`src/rtl/adi_pkg.sv`:
```
// ----------------------------------------------------------------------------
// adi_pkg
// widths, command and register codes and shared types for the audio dma block
// ----------------------------------------------------------------------------
package adi_pkg;

    localparam int QUEUE_DEPTH = 2;
    localparam int CNT_W       = $clog2(QUEUE_DEPTH + 1);
    localparam int IDX_W       = $clog2(QUEUE_DEPTH);

    localparam int DATA_W    = 32;
    localparam int ADDR_W    = 24;
    localparam int LEN_W     = 18;
    localparam int LOW_W     = 13;
    localparam int HIGH_W    = ADDR_W - LOW_W;
    localparam int ACC_W     = 27;
    localparam int ELAPSED_W = 5;
    localparam int CMD_W     = 2;
    localparam int REG_W     = 3;
    localparam int ALIGN_W   = 3;

    localparam logic [ACC_W-1:0] PERIOD_RESET = ACC_W'(2126);
    localparam logic [LOW_W-1:0] WORD_STEP    = LOW_W'(4);
    localparam logic [LEN_W-1:0] LEN_STEP     = LEN_W'(4);

    // commands
    localparam logic [CMD_W-1:0] CMD_TICK  = 2'd0;
    localparam logic [CMD_W-1:0] CMD_WRITE = 2'd1;
    localparam logic [CMD_W-1:0] CMD_READ  = 2'd2;

    // register indexes
    localparam logic [REG_W-1:0] REG_ADDRESS  = 3'd0;
    localparam logic [REG_W-1:0] REG_LENGTH   = 3'd1;
    localparam logic [REG_W-1:0] REG_CONTROL  = 3'd2;
    localparam logic [REG_W-1:0] REG_STATUS   = 3'd3;
    localparam logic [REG_W-1:0] REG_DAC_RATE = 3'd4;
    localparam logic [REG_W-1:0] REG_BIT_RATE = 3'd5;

    // status word bits
    localparam int STAT_FULL_LO = 0;
    localparam int STAT_ONE_A   = 20;
    localparam int STAT_ONE_B   = 24;
    localparam int STAT_BUSY    = 30;
    localparam int STAT_FULL_HI = 31;

    typedef struct packed {
        logic              addr_wr;
        logic              len_wr;
        logic              irq_clr;
        logic              emit;
        logic [DATA_W-1:0] wdata;
    } t_queue_ctrl;

    typedef struct packed {
        logic              fetch_valid;
        logic [ADDR_W-1:0] fetch_address;
        logic [LEN_W-1:0]  head_length;
        logic              full;
        logic              busy;
        logic              irq;
    } t_queue_stat;

endpackage

```
`src/rtl/adi_sample_timer.sv`:
```
// ----------------------------------------------------------------------------
// adi_sample_timer
// saturating cycle accumulator that flags one sample per tick past the period
// ----------------------------------------------------------------------------
module adi_sample_timer
    import adi_pkg::*;
(
    input  logic                 i_clk,
    input  logic                 i_rst_n,
    input  logic                 i_tick,
    input  logic [ELAPSED_W-1:0] i_elapsed,
    input  logic [ACC_W-1:0]     i_period,
    output logic                 o_due
);

    logic [ACC_W-1:0] r_acc;
    logic [ACC_W-1:0] n_acc;
    logic [ACC_W:0]   sum;
    logic [ACC_W-1:0] sat;
    logic             past;

    always_comb begin
        sum   = {1'b0, r_acc} + (ACC_W + 1)'(i_elapsed);
        sat   = sum[ACC_W] ? {ACC_W{1'b1}} : sum[ACC_W-1:0];
        past  = sat > i_period;
        n_acc = past ? sat - i_period : sat;
        o_due = i_tick && past;
    end

    always_ff @(posedge i_clk) begin
        if (!i_rst_n) begin
            r_acc <= '0;
        end else if (i_tick) begin
            r_acc <= n_acc;
        end
    end

endmodule

```
`config.mk`:
```
export PLATFORM = sky130hd
export DESIGN_NAME = adi_sample_timer
export DESIGN_NICKNAME = d
export VERILOG_FILES = /design/src/rtl/adi_pkg.sv /design/src/rtl/adi_sample_timer.sv
export SDC_FILE = /design/constraint.sdc
export NUM_CORES = 1
export LEC_CHECK = 0
export CAP_MARGIN = 5
export CORE_MARGIN = 1.5
export CORE_UTILIZATION = 50
export CTS_CLUSTER_DIAMETER = 60
export CTS_CLUSTER_SIZE = 8
export DETAILED_ROUTE_END_ITERATION = 6
export DONT_BUFFER_PORTS = 1
export GPL_TIMING_DRIVEN = 0
export PLACE_DENSITY = 0.66
export SYNTH_ARGS = -nofsm -noshare
export SYNTH_HDL_FRONTEND = slang
export SYNTH_SLANG_ARGS = --single-unit
```
`constraint.sdc`:
```
create_clock -name i_clk -period 5 [get_ports i_clk]
set_input_delay 0.25 -clock i_clk [delete_from_list [all_inputs] [get_ports i_clk]]
set_output_delay 0.25 -clock i_clk [all_outputs]
set_load 0.02 [all_outputs]
```
==> flow_metrics.tcl, run 1 <==
set metrics [dict create \
    leakage_nw 1.857 \
    pin_count 36 \
    use_met1 0.4202 \
    die_h_um 93.68 \
    grt_antenna_before_repair 0 \
    antenna_left 0 \
    cts_buffer_depth 2 \
    fillerInstances 798 \
    synth_area_sq_um 4111 \
    synth-edff-count 0 \
    cp_top_family "compound AO/OA/AOI/OAI gates" \
    syn_nets 648 \
    status "complete, no violations" \
    slew_violations 0 \
    r2r-end "r_acc[21]$_SDFFE_PN0P_" \
    finClkSkew_ns 0.003285 \
    die_x_um 93.68 \
    synth_flop_cell "dfxtp_1" \
    worstSkewPairLatency_ns 0.28 \
    finalHoldViolations 0 \
    num_rows 32 \
    synth_largest_area_cell "dfxtp_1" \
    overflow 0 \
    initial_core_util 0.5239 \
    hp-class "in -> reg" \
    grt_pass1_vias 4012 \
    num_antenna_cells 0 \
    largest_register "r_acc" \
    grt_usage 0.3014 \
    p_sw_mw 0.3239 \
    cts_tree "yes" \
    synth_area_leaders "dfxtp_1 (13%), ha_1 (9.7%), nand2_1 (5.8%), o21ai_0 (5.5%), a21oi_1 (5.1%)" \
    p_int_mw 0.4310 \
    synth-async-reset-ratio 0 \
    largest_reg_flops 27 \
    busiest_layer "met2" \
    clkTransAtPathRegs_ns 0.10 \
    drtIter0Drc 449 \
    dp_hpwl_um 10300 \
    critPathRequiredTime_ns 4.75 \
    io_buffers 0 \
    critical_path.max_fanout 10 \
    peakVddDrop_uv 68.16 \
    slowest_delay_ns 0.48 \
    grt_pass1_wl_um 20560 \
    crit_start "r_acc[0]$_SDFFE_PN0P_" \
    core_region_area_sq_um 7848 \
    vias_per_cell 6.447 \
    maxSlewHeadroom 0.4935 \
    fmax_ghz 0.2101 \
    maxCapViolations 0 \
    critPathKind "reg -> out" \
    drc 0 \
    path_cells "ha_1 -> fa_1 -> a211oi_2 -> o21bai_1 -> buf_2 -> nor2b_2 -> nand2_1 -> xor2_1 -> nand2_1 -> ha_1 -> buf_4 -> and2_1 -> a21boi_1 -> a2111o_1 -> a21o_1 -> buf_6 -> buf_6 -> nor2_4" \
    pwr-share-seq 0.314 \
    cts_setup_buffers 0 \
    met2_usage 0.5030 \
    worstHoldStart "i_tick" \
    cts_hold_buf 0 \
    power_frac_comb 0.509 \
    via_count 4416 \
    cp-start-kind "flip-flop" \
    cts_num_sinks 27 \
    drtPass1Iterations 5 \
    final_common_cell "nand2_1" \
    numCtsBuffers 3 \
    end_kind "primary output" \
    swShare 0.4291 \
    final-setup-viol-count 0 \
    synth_top_area_frac 0.1315 \
    setup_tns_ns 0 \
    wirelength_um 13010 \
    yosysUniqueCellTypes 75 \
    fin_crit_sh 0.9521 \
    h-tree-depth 1 \
    cts_root_buf "clkbuf_8" \
    area_delta_synth_final_pct 5.234 \
    use_met3 0.03560 \
    fin_nets 653 \
    rsz0062_at_grt "no" \
    worst_pin_slew_ns 0.7406 \
    r2r-start "r_acc[0]$_SDFFE_PN0P_" \
    final_cell_mix "nand2_1 (63), o21ai_0 (43), a21oi_1 (40)" \
    place_congestion 0.9116 \
    yosysWarningCount 0 \
    layout-drive-gt1-share 0.1132 \
    avgSynthCellArea_sq_um 7.101 \
    finalCriticalPeriod_ns 4.760 \
    pwr_density_cell_nw_per_um2 174.5 \
    die-area_sq_um 8776 \
    total_power_mw 0.7548 \
    synthCells 579 \
    clockPowerShare 0.176 \
    synth_seq_cells 27 \
    reg2reg_setup_slack_ns 0.32 \
    cp.depth 18 \
    reg.largest.list "r_acc: 27 flops" \
    synth_seq_area_share 0.1315 \
    wire_per_inst_um 18.99 \
    grt_start_max_net_pins 15 \
    endpoint "o_due" \
    critical_path.slowest_cell "a2111o_1" \
    worstPathArrival_ns 4.51 \
    crit_buf_inv 4 \
    reg2regPathDepth 18 \
]
## cell type report
type                       instances  area, sq um  area share
sequential                        27        540.5      0.1249
inverter                          34        127.6     0.02950
clock buffer                       4        45.04     0.01041
multi-input combinational        479         3274      0.7568
buffer                            39        211.5     0.04887
tap                              102        127.6     0.02950
## how the worst min path moves through the flow
stage	depth (start not counted)	endpoint
5_1_grt	2	r_acc[1]$_SDFFE_PN0P_
3_5_place_dp	2	r_acc[0]$_SDFFE_PN0P_
2_1_floorplan	2	r_acc[1]$_SDFFE_PN0P_
4_1_cts	2	r_acc[1]$_SDFFE_PN0P_
6_report	2	r_acc[1]$_SDFFE_PN0P_
3_3_place_gp	2	r_acc[0]$_SDFFE_PN0P_
## power by group through the flow
stage                     Clock [mW]  Sequential (mW)  Combinational [mW]
after global routing           0.146            0.239               0.425
after detailed placement           0            0.242               0.371
after CTS                      0.135            0.237               0.373
after floorplan                    0            0.239               0.294
final                          0.133            0.237               0.385
after global placement             0            0.241               0.365
## synth_stat cells, types with 14 or more instances
master / n
nand4_1: 17
nand3_1: 27
nor2_1: 31
clkbuf_1: 17
a21o_1: 18
a31oi_1: 22
o21ai_0: 45
inv_1: 34
nand2_1: 63
nor3_1: 14
dfxtp_1: 27
ha_1: 32
a21oi_1: 42
## cell families (layout without fill, tap and decap cells)
| group | Yosys count | in the layout | synth area share |
|---|---|---|---|
| and+or+nand+nor | 215 | 215 | 0.2742 |
| AOI/OAI and AO/OA | 198 | 198 | 0.3302 |
| buffers and inverters | 73 | 77 | 0.08095 |
| adders and majority gates | 34 | 34 | 0.1071 |
| DFF | 27 | 27 | 0.1315 |
| xor gates and xnor gates | 19 | 19 | 0.04047 |
| muxes | 13 | 13 | 0.03561 |
## timing repair
item	4_1_cts	5_1_grt
resized for setup	4	16
pin swaps	0	1
endpoints found under the setup margin	1	15
## per-layer routing
metal,wire [um],share of wire
met1,6019,0.46
met2,5969,0.46
met5,0,0
met4,141,0.011
met3,875,0.067
## stage by stage
step | instances | worst slack, ns | area, sq um | util | hold WS [ns]
finish | 685 | 0.2396 | 4327 | 0.5513 | 0.1923
global route | 685 | 0.02444 | 4327 | 0.5513 | 0.1943
CTS | 685 | 0.05940 | 4292 | 0.5469 | 0.1981
detailed placement | 681 | 0.08342 | 4239 | 0.5402 | 0.4922
global placement | 681 | 0.1201 | 4239 | 0.5402 | 0.4663
floorplan | 579 | 0.7610 | 4111 | - | 0.4347
Power figures use the tool's default switching activity.
==> run 2: changes to the inputs <==
==> constraint.sdc (replaced) <==
create_clock -name i_clk -period 4.67 [get_ports i_clk]
set_input_delay 0.2335 -clock i_clk [delete_from_list [all_inputs] [get_ports i_clk]]
set_output_delay 0.2335 -clock i_clk [all_outputs]
set_load 0.02 [all_outputs]
==> flow_metrics.tcl, run 2 (synthesized netlist as in run 1, its figures left out) <==
set metrics [dict create \
    status "complete, no violations" \
    die-area_sq_um 8776 \
    p_sw_mw 0.3557 \
    leakage_nw 1.919 \
    overflow 0 \
    r2r-end "r_acc[24]$_SDFFE_PN0P_" \
    fin_crit_sh 0.9624 \
    maxSlewHeadroom 0.5237 \
    cts_num_sinks 27 \
    clockPowerShare 0.178 \
    die_h_um 93.68 \
    die_x_um 93.68 \
    final_cell_mix "nand2_1 (63), o21ai_0 (43), a21oi_1 (40)" \
    antenna_left 0 \
    finalNonFillerCells 691 \
    wirelength_um 13290 \
    use_met3 0.03641 \
    largest_register "r_acc" \
    h-tree-depth 1 \
    vias_per_cell 6.553 \
    worstSkewPairLatency_ns 0.29 \
    swShare 0.4309 \
    grt_start_max_net_pins 15 \
    fmax_ghz 0.2225 \
    grt_pass1_wl_um 20640 \
    pin_count 36 \
    multi_input_area_sq_um 3338 \
    final-setup-viol-count 0 \
    use_met1 0.4207 \
    numCtsBuffers 3 \
    critPathKind "reg -> out" \
    worst_pin_slew_ns 0.6965 \
    area_delta_synth_final_pct 8.491 \
    cts_root_buf "clkbuf_8" \
    r2r-start "r_acc[0]$_SDFFE_PN0P_" \
    cts_buffer_depth 2 \
    clkTransAtPathRegs_ns 0.10 \
    drc 0 \
    hp-class "in -> reg" \
    dp_cells 681 \
    peakVddDrop_uv 72.72 \
    critical_path.max_fanout 10 \
    cp-start-kind "flip-flop" \
    reg2reg_setup_slack_ns 0.25 \
    dp_hpwl_um 10300 \
    fin_ws_ns 0.1758 \
    worstHoldStart "i_tick" \
    met2_usage 0.5048 \
    holdPathStages 2 \
    power_frac_comb 0.513 \
    worstPathArrival_ns 4.26 \
    finalCriticalPeriod_ns 4.494 \
    maxCapViolations 0 \
    holdWs_ns 0.1761 \
    reg.largest.list "r_acc: 27 flops" \
    setup_tns_ns 0 \
    io_buffers 0 \
    final_common_cell "nand2_1" \
    largest_reg_flops 27 \
    min_to "r_acc[1]$_SDFFE_PN0P_" \
    num_rows 32 \
    slew_violations 0 \
    end_kind "primary output" \
    drtIter0Drc 435 \
    fin_nets 659 \
    layout-drive-gt1-share 0.1494 \
    finalHoldViolations 0 \
    drtPass1Iterations 5 \
    place_congestion 0.9116 \
    finClkSkew_ns 0.008296 \
    pwr-share-seq 0.309 \
    pwr_density_cell_nw_per_um2 185.1 \
    initial_core_util 0.5239 \
    core_region_area_sq_um 7848 \
    pre_cts_slack_ns -0.2466 \
    seqCellArea_sq_um 540.5 \
    fillerInstances 796 \
    rsz0062_at_grt "no" \
    grt_antenna_before_repair 0 \
    num_antenna_cells 0 \
    reg2regPathDepth 20 \
    via_count 4528 \
    critPathRequiredTime_ns 4.44 \
    grt_usage 0.3026 \
    wire_per_inst_um 19.23 \
    grt_pass1_vias 4039 \
    cts_tree "yes" \
    total_power_mw 0.8255 \
    busiest_layer "met2" \
    p_int_mw 0.4698 \
]
==> run 2: cell count changes in the layout (fill, tap and decap cells not counted), moves of 3 or more <==
cell      previous run  this run
buf_4                5        18
clkbuf_1            15        11
clkbuf_2             5         2
ha_1                32        29
ha_2                 0         3
==> run 2: power by group through the flow <==
stage / Sequential (mW) / Clock [mW] / Combinational (mW)
after floorplan: 0.256 / 0 / 0.315
after global placement: 0.258 / 0 / 0.391
after detailed placement: 0.259 / 0 / 0.397
after CTS: 0.254 / 0.145 / 0.405
after global routing: 0.257 / 0.156 / 0.466
final: 0.255 / 0.147 / 0.423
==> run 2: critical path, cell delays in order, from the launching register on <==
cell and delay (ns):
dfxtp_1 0.34, ha_2 0.20, fa_2 0.40, a211oi_2 0.21, o21bai_1 0.13, buf_4 0.19, nor2b_2 0.18, nand2_1 0.11
xor2_1 0.18, nand2_1 0.14, ha_1 0.30, buf_4 0.15, and2_4 0.17, o211ai_4 0.10, a2111o_1 0.47, a21o_1 0.20
buf_6 0.15, buf_6 0.16, nor2_4 0.19
==> run 2: layout make-up <==
class | instances | share of cell area
Multi-Input combinational cell | 479 | 0.7484
Sequential cell | 27 | 0.1212
Buffer | 35 | 0.04628
Timing Repair Buffer | 10 | 0.01683
Clock buffer | 4 | 0.01010
Tap cell | 102 | 0.02861
Inverter | 34 | 0.02861
==> run 2: worst max path at each step <==
stage	from	to	depth (start not counted)
after global routing	r_acc[1]$_SDFFE_PN0P_	o_due	17
after CTS	r_acc[1]$_SDFFE_PN0P_	o_due	17
after global placement	r_acc[0]$_SDFFE_PN0P_	r_acc[21]$_SDFFE_PN0P_	18
after floorplan	r_acc[0]$_SDFFE_PN0P_	r_acc[26]$_SDFFE_PN0P_	19
final	r_acc[0]$_SDFFE_PN0P_	o_due	18
after detailed placement	r_acc[0]$_SDFFE_PN0P_	r_acc[26]$_SDFFE_PN0P_	19
==> run 2: layer usage <==
metal	vias up	routed length, um
met1	2135	6087
met3	15	895
met5	-	0
met2	197	6152
li1	2181	-
met4	0	155
==> run 2: repair_timing <==
| action | CTS | global route |
|---|---|---|
| resized for setup | 16 | 27 |
| hold buffers | 0 | 0 |
| buffers inserted | 1 | 9 |
| endpoints found under the setup margin | 27 | 26 |
| pin swaps | 2 | 13 |
==> run 2: through the flow <==
| step | utilization | area [sq um] |
|---|---|---|
| 2_1_floorplan | - | 4111 |
| 3_3_place_gp | 0.5402 | 4239 |
| 3_5_place_dp | 0.5402 | 4239 |
| 4_1_cts | 0.5525 | 4335 |
| 5_1_grt | 0.5684 | 4461 |
| 6_report | 0.5684 | 4461 |
