<file path="config.mk">
export PLATFORM = sky130hd
export DESIGN_NAME = adi_buffer_queue
export DESIGN_NICKNAME = d
export VERILOG_FILES = /design/src/rtl/adi_pkg.sv /design/src/rtl/adi_buffer_queue.sv
export SDC_FILE = /design/constraint.sdc
export NUM_CORES = 1
export LEC_CHECK = 0
export ABC_AREA = 1
export ABC_CLOCK_PERIOD_IN_PS = 3200
export BUFFER_PORTS_ARGS = -buffer_cell sky130_fd_sc_hd__buf_2
export CELL_PAD_IN_SITES_DETAIL_PLACEMENT = 0
export CELL_PAD_IN_SITES_GLOBAL_PLACEMENT = 1
export CORE_UTILIZATION = 40
export CTS_CLUSTER_DIAMETER = 120
export DETAILED_ROUTE_END_ITERATION = 10
export HOLD_SLACK_MARGIN = 0.12
export PLACE_DENSITY = 0.89
export SLEW_MARGIN = 20
export SYNTH_ARGS = -nofsm -noshare
export SYNTH_HDL_FRONTEND = slang
export SYNTH_SLANG_ARGS = --single-unit
</file>
<file path="constraint.sdc">
create_clock -name i_clk -period 3.2 [get_ports i_clk]
set_input_delay 0 -clock i_clk [delete_from_list [all_inputs] [get_ports i_clk]]
set_output_delay 0 -clock i_clk [all_outputs]
set_load 0.005 [all_outputs]
</file>
<file path="src/rtl/adi_pkg.sv">
// ----------------------------------------------------------------------------
// adi_pkg
// widths, command and register codes and shared types for the audio dma block
// ----------------------------------------------------------------------------
package adi_pkg;

    localparam int QUEUE_DEPTH = 2;
    localparam int CNT_W       = $clog2(QUEUE_DEPTH + 1);
    localparam int IDX_W       = $clog2(QUEUE_DEPTH);

    localparam int DATA_W    = 32;
    localparam int ADDR_W    = 24;
    localparam int LEN_W     = 18;
    localparam int LOW_W     = 13;
    localparam int HIGH_W    = ADDR_W - LOW_W;
    localparam int ACC_W     = 27;
    localparam int ELAPSED_W = 5;
    localparam int CMD_W     = 2;
    localparam int REG_W     = 3;
    localparam int ALIGN_W   = 3;

    localparam logic [ACC_W-1:0] PERIOD_RESET = ACC_W'(2126);
    localparam logic [LOW_W-1:0] WORD_STEP    = LOW_W'(4);
    localparam logic [LEN_W-1:0] LEN_STEP     = LEN_W'(4);

    // commands
    localparam logic [CMD_W-1:0] CMD_TICK  = 2'd0;
    localparam logic [CMD_W-1:0] CMD_WRITE = 2'd1;
    localparam logic [CMD_W-1:0] CMD_READ  = 2'd2;

    // register indexes
    localparam logic [REG_W-1:0] REG_ADDRESS  = 3'd0;
    localparam logic [REG_W-1:0] REG_LENGTH   = 3'd1;
    localparam logic [REG_W-1:0] REG_CONTROL  = 3'd2;
    localparam logic [REG_W-1:0] REG_STATUS   = 3'd3;
    localparam logic [REG_W-1:0] REG_DAC_RATE = 3'd4;
    localparam logic [REG_W-1:0] REG_BIT_RATE = 3'd5;

    // status word bits
    localparam int STAT_FULL_LO = 0;
    localparam int STAT_ONE_A   = 20;
    localparam int STAT_ONE_B   = 24;
    localparam int STAT_BUSY    = 30;
    localparam int STAT_FULL_HI = 31;

    typedef struct packed {
        logic              addr_wr;
        logic              len_wr;
        logic              irq_clr;
        logic              emit;
        logic [DATA_W-1:0] wdata;
    } t_queue_ctrl;

    typedef struct packed {
        logic              fetch_valid;
        logic [ADDR_W-1:0] fetch_address;
        logic [LEN_W-1:0]  head_length;
        logic              full;
        logic              busy;
        logic              irq;
    } t_queue_stat;

endpackage

</file>
<file path="src/rtl/adi_buffer_queue.sv">
// ----------------------------------------------------------------------------
// adi_buffer_queue
// buffer address and length queue, fetch address stepping and interrupt flag
// ----------------------------------------------------------------------------
module adi_buffer_queue
    import adi_pkg::*;
(
    input  logic        i_clk,
    input  logic        i_rst_n,
    input  t_queue_ctrl i_ctrl,
    output t_queue_stat o_stat
);

    logic [ADDR_W-1:0] r_addr [QUEUE_DEPTH];
    logic [ADDR_W-1:0] n_addr [QUEUE_DEPTH];
    logic [LEN_W-1:0]  r_len  [QUEUE_DEPTH];
    logic [LEN_W-1:0]  n_len  [QUEUE_DEPTH];
    logic [CNT_W-1:0]  r_count;
    logic [CNT_W-1:0]  n_count;
    logic              r_carry;
    logic              n_carry;
    logic              r_irq;
    logic              n_irq;

    logic              full;
    logic              busy;
    logic              fetch;
    logic [HIGH_W-1:0] hi;
    logic [LOW_W-1:0]  lo;
    logic [ADDR_W-1:0] fetch_addr;
    logic [LEN_W-1:0]  len_dec;
    logic [LEN_W-1:0]  wr_len;
    logic [ADDR_W-1:0] wr_addr;
    logic [IDX_W-1:0]  tail;

    always_comb begin
        full       = r_count == CNT_W'(QUEUE_DEPTH);
        busy       = r_count != '0;
        fetch      = i_ctrl.emit && busy;
        tail       = r_count[IDX_W-1:0];
        hi         = r_addr[0][ADDR_W-1:LOW_W] + HIGH_W'(r_carry);
        lo         = r_addr[0][LOW_W-1:0] + WORD_STEP;
        fetch_addr = {hi, r_addr[0][LOW_W-1:0]};
        len_dec    = r_len[0] - LEN_STEP;
        wr_len     = {i_ctrl.wdata[LEN_W-1:ALIGN_W], {ALIGN_W{1'b0}}};
        wr_addr    = {i_ctrl.wdata[ADDR_W-1:ALIGN_W], {ALIGN_W{1'b0}}};

        n_addr  = r_addr;
        n_len   = r_len;
        n_count = r_count;
        n_carry = r_carry;
        n_irq   = r_irq;

        if (i_ctrl.addr_wr && !full) begin
            n_addr[tail] = wr_addr;
        end
        if (i_ctrl.len_wr && !full && wr_len != '0) begin
            n_len[tail] = wr_len;
            n_count     = r_count + CNT_W'(1);
        end
        if (i_ctrl.irq_clr) begin
            n_irq = 1'b0;
        end
        if (fetch) begin
            n_addr[0] = {hi, lo};
            n_carry   = lo == '0;
            n_len[0]  = len_dec;
            if (len_dec == '0) begin
                n_irq   = 1'b1;
                n_count = r_count - CNT_W'(1);
                // advance to the next queued buffer
                if (r_count > CNT_W'(1)) begin
                    for (int i = 0; i < QUEUE_DEPTH - 1; i++) begin
                        n_addr[i] = r_addr[i+1];
                        n_len[i]  = r_len[i+1];
                    end
                end
            end
        end

        o_stat.fetch_valid   = fetch;
        o_stat.fetch_address = fetch ? fetch_addr : '0;
        o_stat.head_length   = r_len[0];
        o_stat.full          = full;
        o_stat.busy          = busy;
        o_stat.irq           = n_irq;
    end

    always_ff @(posedge i_clk) begin
        if (!i_rst_n) begin
            for (int i = 0; i < QUEUE_DEPTH; i++) begin
                r_addr[i] <= '0;
                r_len[i]  <= '0;
            end
            r_count <= '0;
            r_carry <= 1'b0;
            r_irq   <= 1'b0;
        end else begin
            r_addr  <= n_addr;
            r_len   <= n_len;
            r_count <= n_count;
            r_carry <= n_carry;
            r_irq   <= n_irq;
        end
    end

endmodule

</file>
==> flow_summary.ini, run 1 <==
[logic_synthesis]
ys_seq_area_frac = 0.324
syn-cell-area_mm2 = 0.00482
yosys_warnings = 0
synth.avg_cell_area_um2 = 6.47
ys_types = 34
synth_seq_cells = 78
syn_inst = 744

[worst_setup_path]
reg2reg_from = o_stat[5]
critPathMaxFanout = 40
reg2reg_slack_ns = 0.53
critPathKind = register to register
arrival_ns = 2.89
crit_path_start = o_stat[5]
cp-start-kind = register
cp.required_ns = 3.42
end_kind = register

[clock_tree]
htree_levels = 3
clockBufferDepth = 2
cts_buffers = 9
ctsResizeCount = 0
clkLatencyLatePin_ns = 0.34
cts.sinks = 78
clk_pin_slew_ns = 0.06
clockRootBuffer = clkbuf_16
cts_tree = yes
postCtsSetupBuffers = 0

[global_route]
grt_start_max_net_pins = 61
grt.busiest_layer = met2
grt_usage = 0.225
grt_pass1_vias = 4602
overflow = 0
met3_usage = 0.0354
antenna_found_initial = 0
grt_use_met2 = 0.361
grt_pass1_wl_um = 22500
grt_use_met1 = 0.306

[pwr]
leakagePower_nw = 2.53
power.total_w = 0.00343
powerDensity_mw_per_mm2 = 599
vdd_drop_max_v = 0.000274

[sta]
worst_pin_slew_ns = 0.626
timing.final.setup_violations = 0
final-hold-violation-count = 0
rsz0062_at_grt = false
slew_headroom = 0.580
slew_violations = 0
fin_crit_sh = 0.833
max_freq_mhz = 375
fin_crit_ns = 2.67
finClkSkew_ns = 0.00699
final.setup.tns_ns = 0
hold_ws_ns = 0.193

[detailed_routing]
vias_per_cell = 5.27
ant_nets = 0
wl_um = 13600
wl_per_cell_um = 14.3
drc = 4
routed-via-count = 5016
drt_iter0_markers = 468
first_pass_iters = 10

[layout]
drive_above_1_share = 0.141
n_fill_cell = 1181
area_delta_synth_final_pct = 19.0
fin_nets = 852
diodes = 0
postLayoutCoreUtil = 0.496
layoutNonFillerInstCount = 952

[floorplan]
die_area_mm2 = 0.0125
rows = 39
die_y_um = 112
die_x_um = 112
io_pins = 84
initial_core_util = 0.417
core_area_mm2 = 0.0116

[placement]
placedCellCount = 912
io_buffers = 68
gp_congestion = 0.899
hpwl_um = 9430

[run_status]
status = finished, violations left
violations = design-rule violations

[worst_hold_path]
min_path_type = input port to register
min_from = i_ctrl[35]

[run]
cap_violations = 0
per-stage QoR:
| stage | setup slack [ns] | area (um2) |
|---|---|---|
| after floorplan | 0.970 | 4830 |
| after global placement | 0.585 | 5100 |
| after detailed placement | 0.565 | 5100 |
| after CTS | 0.552 | 5730 |
| after global routing | 0.248 | 5730 |
| final | 0.534 | 5730 |
cells in the mapped netlist, drive strengths merged:
library cell,n,area [um2]
or2,3,18.8
nand2,143,542
nand4,11,68.8
ha,10,125
clkbuf,23,86.3
nor3,6,30.0
buf,36,269
nor2,66,278
nor3b,2,15.0
a31oi,1,6.26
dfxtp,78,1560
nand3,73,378
nand3b,4,30.0
nor4,2,12.5
and2,1,6.26
xor2,15,131
inv,88,330
conb,1,3.75
xnor2,3,26.3
o21ai,98,494
a21oi,77,393
clkinv,3,11.3
layout make-up:
type	count	area [um2]	share of cell area
timing repair buffer	105	691	0.120
inverter	91	342	0.0596
clock buffer	10	229	0.0399
tap	143	179	0.0312
clock inverter	6	158	0.0275
multi-input combinational	519	2570	0.449
sequential	78	1560	0.272
registers in the layout, summed over array words and instances, names as in the netlist:
name / cells
r_addr: 32
o_stat: 16
r_len: 15
fetch_addr: 11
r_count: 2
r_carry: 1
r_irq: 1
worst paths after layout:
| check | endpoint | depth (start not counted) |
|---|---|---|
| hold / removal | r_addr[22] | 6 |
| setup / recovery | o_stat[6] | 14 |
| hold reg to reg | r_addr[15] | 2 |
| setup reg to reg | o_stat[6] | 14 |
report_power, final:
group	internal (W)	total, W	switching [W]
clock network	0.000920	0.00133	0.000413
registers	0.00109	0.00120	0.000116
logic	0.000324	0.000895	0.000572
total	0.00233	0.00343	0.00110
cells in the final DEF, fill, tap and decap left out, types with 3 or more instances in the layout:
cell,n
o21ai_0,94
nand2_2,3
nor2_1,58
dfxtp_1,78
ha_1,10
nand2_1,140
conb_1,4
bufinv_16,5
nand3_1,72
clkinv_1,3
o21ai_1,3
xor2_1,15
buf_4,12
nor2_2,6
a21oi_1,75
nor3_1,6
inv_1,86
xnor2_1,3
nand4_1,11
dlygate4sd3_1,24
buf_2,68
nand3b_1,4
clkbuf_16,9
cell families (layout without fill, tap and decap cells):
logic type	Yosys count	after routing	synth area share
buf+inv	150	212	0.145
flops	78	78	0.324
xor+xnor	18	18	0.0327
other cells	1	4	0.000778
compound gates	176	176	0.185
fa+ha+maj	10	10	0.0260
simple gates	311	311	0.286
metal layers:
metal,vias to the layer above,part of all wire
met5,-,0
met4,0,0.013
met3,21,0.051
met2,155,0.46
met1,2327,0.48
li1,2513,-
worst max-delay path, cell delays in order (launching register included):
cell and delay (ns):
dfxtp_1 0.37, inv_1 0.13, ha_1 0.30, xnor2_1 0.22
nand2_1 0.09, nor2_1 0.12, nand2_1 0.08, nor2_1 0.10
nand2_1 0.10, nor2_4 0.26, nand3_4 0.10, buf_4 0.30
or2_0 0.25, nand2_1 0.08, a21oi_2 0.05
timing repair:
| action | 4_1_cts | 5_1_grt |
|---|---|---|
| endpoints found under the hold margin | 72 | 0 |
| hold buffers | 24 | 0 |
| setup endpoints to repair | 0 | 0 |
No activity file was read; power rests on OpenSTA's default activity.
==> inputs of run 2 (changes only) <==
Settings changed: ABC_CLOCK_PERIOD_IN_PS 3200 to 2400, CORE_UTILIZATION 40 to 36, PLACE_DENSITY 0.89 to 0.85.
Clock period 3.2 ns to 2.4 ns, I/O delays scaled along.
==> run 2 against run 1 <==
  * The run now ends clean
  * Worst setup slack got worse by 0.38 ns
  * Hold slack improved by 0.00074 ns
  * Die area increased by 11%
  * Largest power group is now registers
  * Register-to-register slack got worse by 0.30 ns
  * Cell count increased by 3.9%
  * Global-route usage decreased by 2.2 points
==> flow_summary.ini, run 2 (synthesis gave the netlist of run 1 again) <==
[sta]
rsz0062_at_grt = true
slew_headroom = 0.605
fin_crit_sh = 0.937
fin_crit_ns = 2.25
max_freq_mhz = 444
final.setup.tns_ns = 0
finClkSkew_ns = 0.00495
timing.final.setup_violations = 0
slew_violations = 0
worst_pin_slew_ns = 0.589
final-hold-violation-count = 0
setup_slack_ns = 0.150
hold_ws_ns = 0.194

[worst_setup_path]
timing.rr.end = o_stat[9]
reg2reg_depth = 13
cp-start-kind = register
reg2reg_from = o_stat[5]
critPathMaxFanout = 7
cp.required_ns = 2.40
arrival_ns = 2.25
cp-endpoint = o_stat[0]
critPathKind = register to primary output
crit_path_start = o_stat[5]
end_kind = primary output
reg2reg_slack_ns = 0.23

[pwr]
internal-power_w = 0.00273
powerDensity_mw_per_mm2 = 724
leakagePower_nw = 2.54
power_frac_seq = 0.380
vdd_drop_max_v = 0.000599
switching_share = 0.351
clockPowerShare = 0.314
power.total_w = 0.00421
pwr-share-comb = 0.307
p_switching_w = 0.00148

[global_route]
antenna_found_initial = 0
grt_pass1_wl_um = 22800
grt_usage = 0.203
overflow = 0
grt_start_max_net_pins = 61
grt_pass1_vias = 4485

[run_status]
status = completed

[floorplan]
rows = 41
die_y_um = 118
io_pins = 84
initial_core_util = 0.376
die_area_mm2 = 0.0138
die_x_um = 118
core_area_mm2 = 0.0128

[layout]
layout_common_cells = nand2_1, o21ai_0, inv_1, dfxtp_1, a21oi_1
fin_area_mm2 = 0.00581
mostFrequentLayoutCell = nand2_1
regMostFlops = r_addr
diodes = 0
n_fill_cell = 1418
drive_above_1_share = 0.164
fin_nets = 862
largest_reg_flops = 32
area_delta_synth_final_pct = 20.7

[detailed_routing]
vias_per_cell = 4.94
routed-via-count = 4887
first_pass_iters = 5
wl_um = 13700
wl_per_cell_um = 13.8
drc = 0
ant_nets = 0
drt_iter0_markers = 308

[clock_tree]
htree_levels = 3
clk_pin_slew_ns = 0.06
cts.sinks = 78
clockRootBuffer = clkbuf_16
cts_buffers = 9
clkLatencyLatePin_ns = 0.34
clockBufferDepth = 2
cts_tree = yes

[placement]
gp_congestion = 0.853
dpl_worst_slack_ns = 0.148
hpwl_um = 9430
io_buffers = 68
placed_area_mm2 = 0.00522

[worst_hold_path]
min_path_type = input port to register

[run]
cap_violations = 0
[run 2: final cells by class]
cell class,instances,area [um2],share of cell area
clock inverter,2,35.0,0.00603
clock buffer,12,236,0.0407
timing repair buffer,115,767,0.132
tap,172,215,0.0370
multi-input combinational,519,2650,0.457
inverter,91,342,0.0588
sequential,78,1560,0.269
[run 2: what timing repair did]
item                       4_1_cts  5_1_grt
setup buffers                    0        1
pin swaps                        0        3
hold buffers                    23        0
resized for setup                3       20
hold endpoints to repair        73        0
setup endpoints to repair        2       16
[run 2: metal layers]
metal  vias up  GRT usage  part of all wire
li1       2534          -                 -
met1      2231      0.285              0.49
met2       113      0.319              0.45
met3         9     0.0441             0.045
met4         0     0.0385            0.0071
met5         -          0                 0
[run 2: how the worst min path moves through the flow]
stage | startpoint | endpoint | cells past startpoint
global placement | i_ctrl[33] | r_irq | 4
CTS | i_ctrl[35] | r_addr[22] | 6
floorplan | i_ctrl[32] | o_stat[25] | 2
finish | i_ctrl[35] | r_addr[22] | 6
detailed placement | i_ctrl[33] | r_irq | 4
global route | i_ctrl[35] | r_addr[22] | 6
[run 2: power groups by stage]
stage / combinational (W) / sequential (W) / clock [W]
6_report: 0.00129 / 0.00160 / 0.00132
5_1_grt: 0.00147 / 0.00162 / 0.00139
4_1_cts: 0.00125 / 0.00159 / 0.00134
3_5_place_dp: 0.00121 / 0.00161 / 0
3_3_place_gp: 0.00120 / 0.00162 / 0
2_1_floorplan: 0.000908 / 0.00158 / 0
[run 2: metrics by stage]
step                      utilization  cells
after floorplan                     -    747
after global placement          0.407    951
after detailed placement        0.407    951
after CTS                       0.447    988
after global routing            0.453    989
final                           0.453    989
[run 2: critical path, cell delays in order, from the launching register on]
cell and delay (ns):
dfxtp_1 0.31, inv_1 0.12, ha_4 0.19, nand2_2 0.12, o21ai_1 0.20, nand2_1 0.07
nor2_1 0.08, nand3_1 0.13, nor2_4 0.19, buf_4 0.18, nand3_2 0.12, nand2_1 0.09
buf_2 0.10
==> inputs of run 3 (changes only) <==
Settings changed: CTS_BUF_LIST set to sky130_fd_sc_hd__clkbuf_16.
==> run 3 against run 2 <==
  * Register-to-register slack about the same
  * Sequential share of layout area unchanged
  * Non-clock buffer count did not move
  * Core utilization is the same
  * Clock skew hardly changed
  * Wire length barely moved
  * Die area stayed put
  * Maximum frequency increased by 0.17%
  * Worst setup slack better by 0.0039 ns
  * Cell count is the same
  * Critical endpoint unchanged
  * Highest routed layer unchanged
==> flow_summary.ini, run 3 (synthesis gave the netlist of run 1 again) <==
[clock_tree]
clockBufferDepth = 2
cts_buffers = 9
clk_pin_slew_ns = 0.06
clkLatencyLatePin_ns = 0.34
cts.sinks = 78
clockRootBuffer = clkbuf_16
htree_levels = 3
cts_tree = yes

[floorplan]
die_y_um = 118
initial_core_util = 0.376
rows = 41
io_pins = 84
core_area_mm2 = 0.0128
die_x_um = 118
die_area_mm2 = 0.0138

[layout]
layoutNonFillerInstCount = 989
area_delta_synth_final_pct = 20.7
drive_above_1_share = 0.164
multi_input_area_mm2 = 0.00265
regMostFlops = r_addr
largest_reg_flops = 32
mostFrequentLayoutCell = nand2_1
layout_common_cells = nand2_1, o21ai_0, inv_1, dfxtp_1, a21oi_1
fin_nets = 862
diodes = 0
register_area_mm2 = 0.00156
n_fill_cell = 1418

[worst_setup_path]
cp-start-kind = register
max_stage_delay_ns = 0.31
end_kind = primary output
timing.rr.end = o_stat[9]
cp.required_ns = 2.40
crit_path_start = o_stat[5]
arrival_ns = 2.25
reg2reg_slack_ns = 0.24
critPathMostFrequentCell = nand2_1
crit_buf_inv = 3
critPathKind = register to primary output
cp_slowest_cell = dfxtp_1
crit_chain = inv_1 -> ha_4 -> nand2_2 -> o21ai_1 -> nand2_1 -> nor2_1 -> nand3_1 -> nor2_4 -> buf_4 -> nand3_2 -> nand2_1 -> buf_2
reg2reg_from = o_stat[5]
critPathMaxFanout = 7
crit_family = simple AND/OR/NAND/NOR gates
reg2reg_depth = 13

[sta]
final-hold-violation-count = 0
fin_crit_sh = 0.936
final.setup.tns_ns = 0
hold_ws_ns = 0.190
max_freq_mhz = 445
rsz0062_at_grt = true
finClkSkew_ns = 0.00532
timing.final.setup_violations = 0
fin_crit_ns = 2.25
slew_headroom = 0.606
slew_violations = 0
worst_pin_slew_ns = 0.587

[global_route]
grt_pass1_vias = 4485
grt_usage = 0.203
antenna_found_initial = 0
grt_start_max_net_pins = 61
grt_pass1_wl_um = 22800
overflow = 0

[worst_hold_path]
min_to = r_addr[22]
min_path_cells = 6
min_path_type = input port to register
min_from = i_ctrl[35]

[pwr]
powerDensity_mw_per_mm2 = 721
leakagePower_nw = 2.55
vdd_drop_max_v = 0.000587

[detailed_routing]
wl_per_cell_um = 13.8
drc = 0
wl_um = 13700
vias_per_cell = 4.96
drt_iter0_markers = 308
ant_nets = 0
routed-via-count = 4907
first_pass_iters = 5

[placement]
placedCellCount = 951
io_buffers = 68
hpwl_um = 9430
gp_congestion = 0.853

[run_status]
status = completed

[run]
cap_violations = 0
-- run 3: cell types whose count changed in the layout (fill, tap and decap cells not counted), sizes merged --
cell,before,now
clkbuf,12,9
inv,88,91
-- run 3: report_power, final --
| group | switching [W] | total (W) | internal (W) |
|---|---|---|---|
| registers | 0.000147 | 0.00160 | 0.00145 |
| clock network | 0.000526 | 0.00131 | 0.000781 |
| logic | 0.000804 | 0.00129 | 0.000485 |
-- run 3: area by class of cell --
cell class | count | share of cell area
Sequential cell | 78 | 0.269
Tap cell | 172 | 0.0370
Inverter | 91 | 0.0588
Clock inverter | 5 | 0.00796
Timing Repair Buffer | 115 | 0.132
Multi-Input combinational cell | 519 | 0.457
Clock buffer | 9 | 0.0387
-- run 3: repair_timing --
action | in CTS | in global routing
hold buffers | 23 | 0
resized for setup | 3 | 20
pin swaps | 0 | 3
cloned | 0 | 0
endpoints found under the setup margin | 2 | 16
hold endpoints to repair | 73 | 0
setup buffers | 0 | 1
-- run 3: stage by stage --
stage               cell area [um2]   util  total power [W]  setup WS (ns)
global route                   5810  0.453          0.00447        -0.0142
floorplan                      4830      -          0.00249          0.170
finish                         5810  0.453          0.00419          0.154
global placement               5220  0.407          0.00282          0.190
detailed placement             5220  0.407          0.00282          0.148
CTS                            5730  0.447          0.00416         0.0293
-- run 3: worst min-delay path, cell delays in order --
cell     delay [ns]
buf_2          0.10
inv_1          0.04
nor2_1         0.04
buf_4          0.17
nand3_1        0.07
a21oi_1        0.06
-- run 3: metal layers --
layer  share of wire  up-vias  wire, um  track usage
met5               0        -         0            0
met4          0.0082        0       112       0.0385
met3           0.048       13       658       0.0441
met2            0.45      120      6180        0.319
met1            0.49     2241      6720        0.285
li1                -     2533         -            -
-- run 3: worst max-delay path by stage --
stage / endpoint / depth (start not counted)
global placement: r_addr[43] / 14
detailed placement: r_addr[47] / 16
floorplan: r_len[12] / 11
global route: o_stat[0] / 14
finish: o_stat[0] / 12
CTS: o_stat[0] / 12
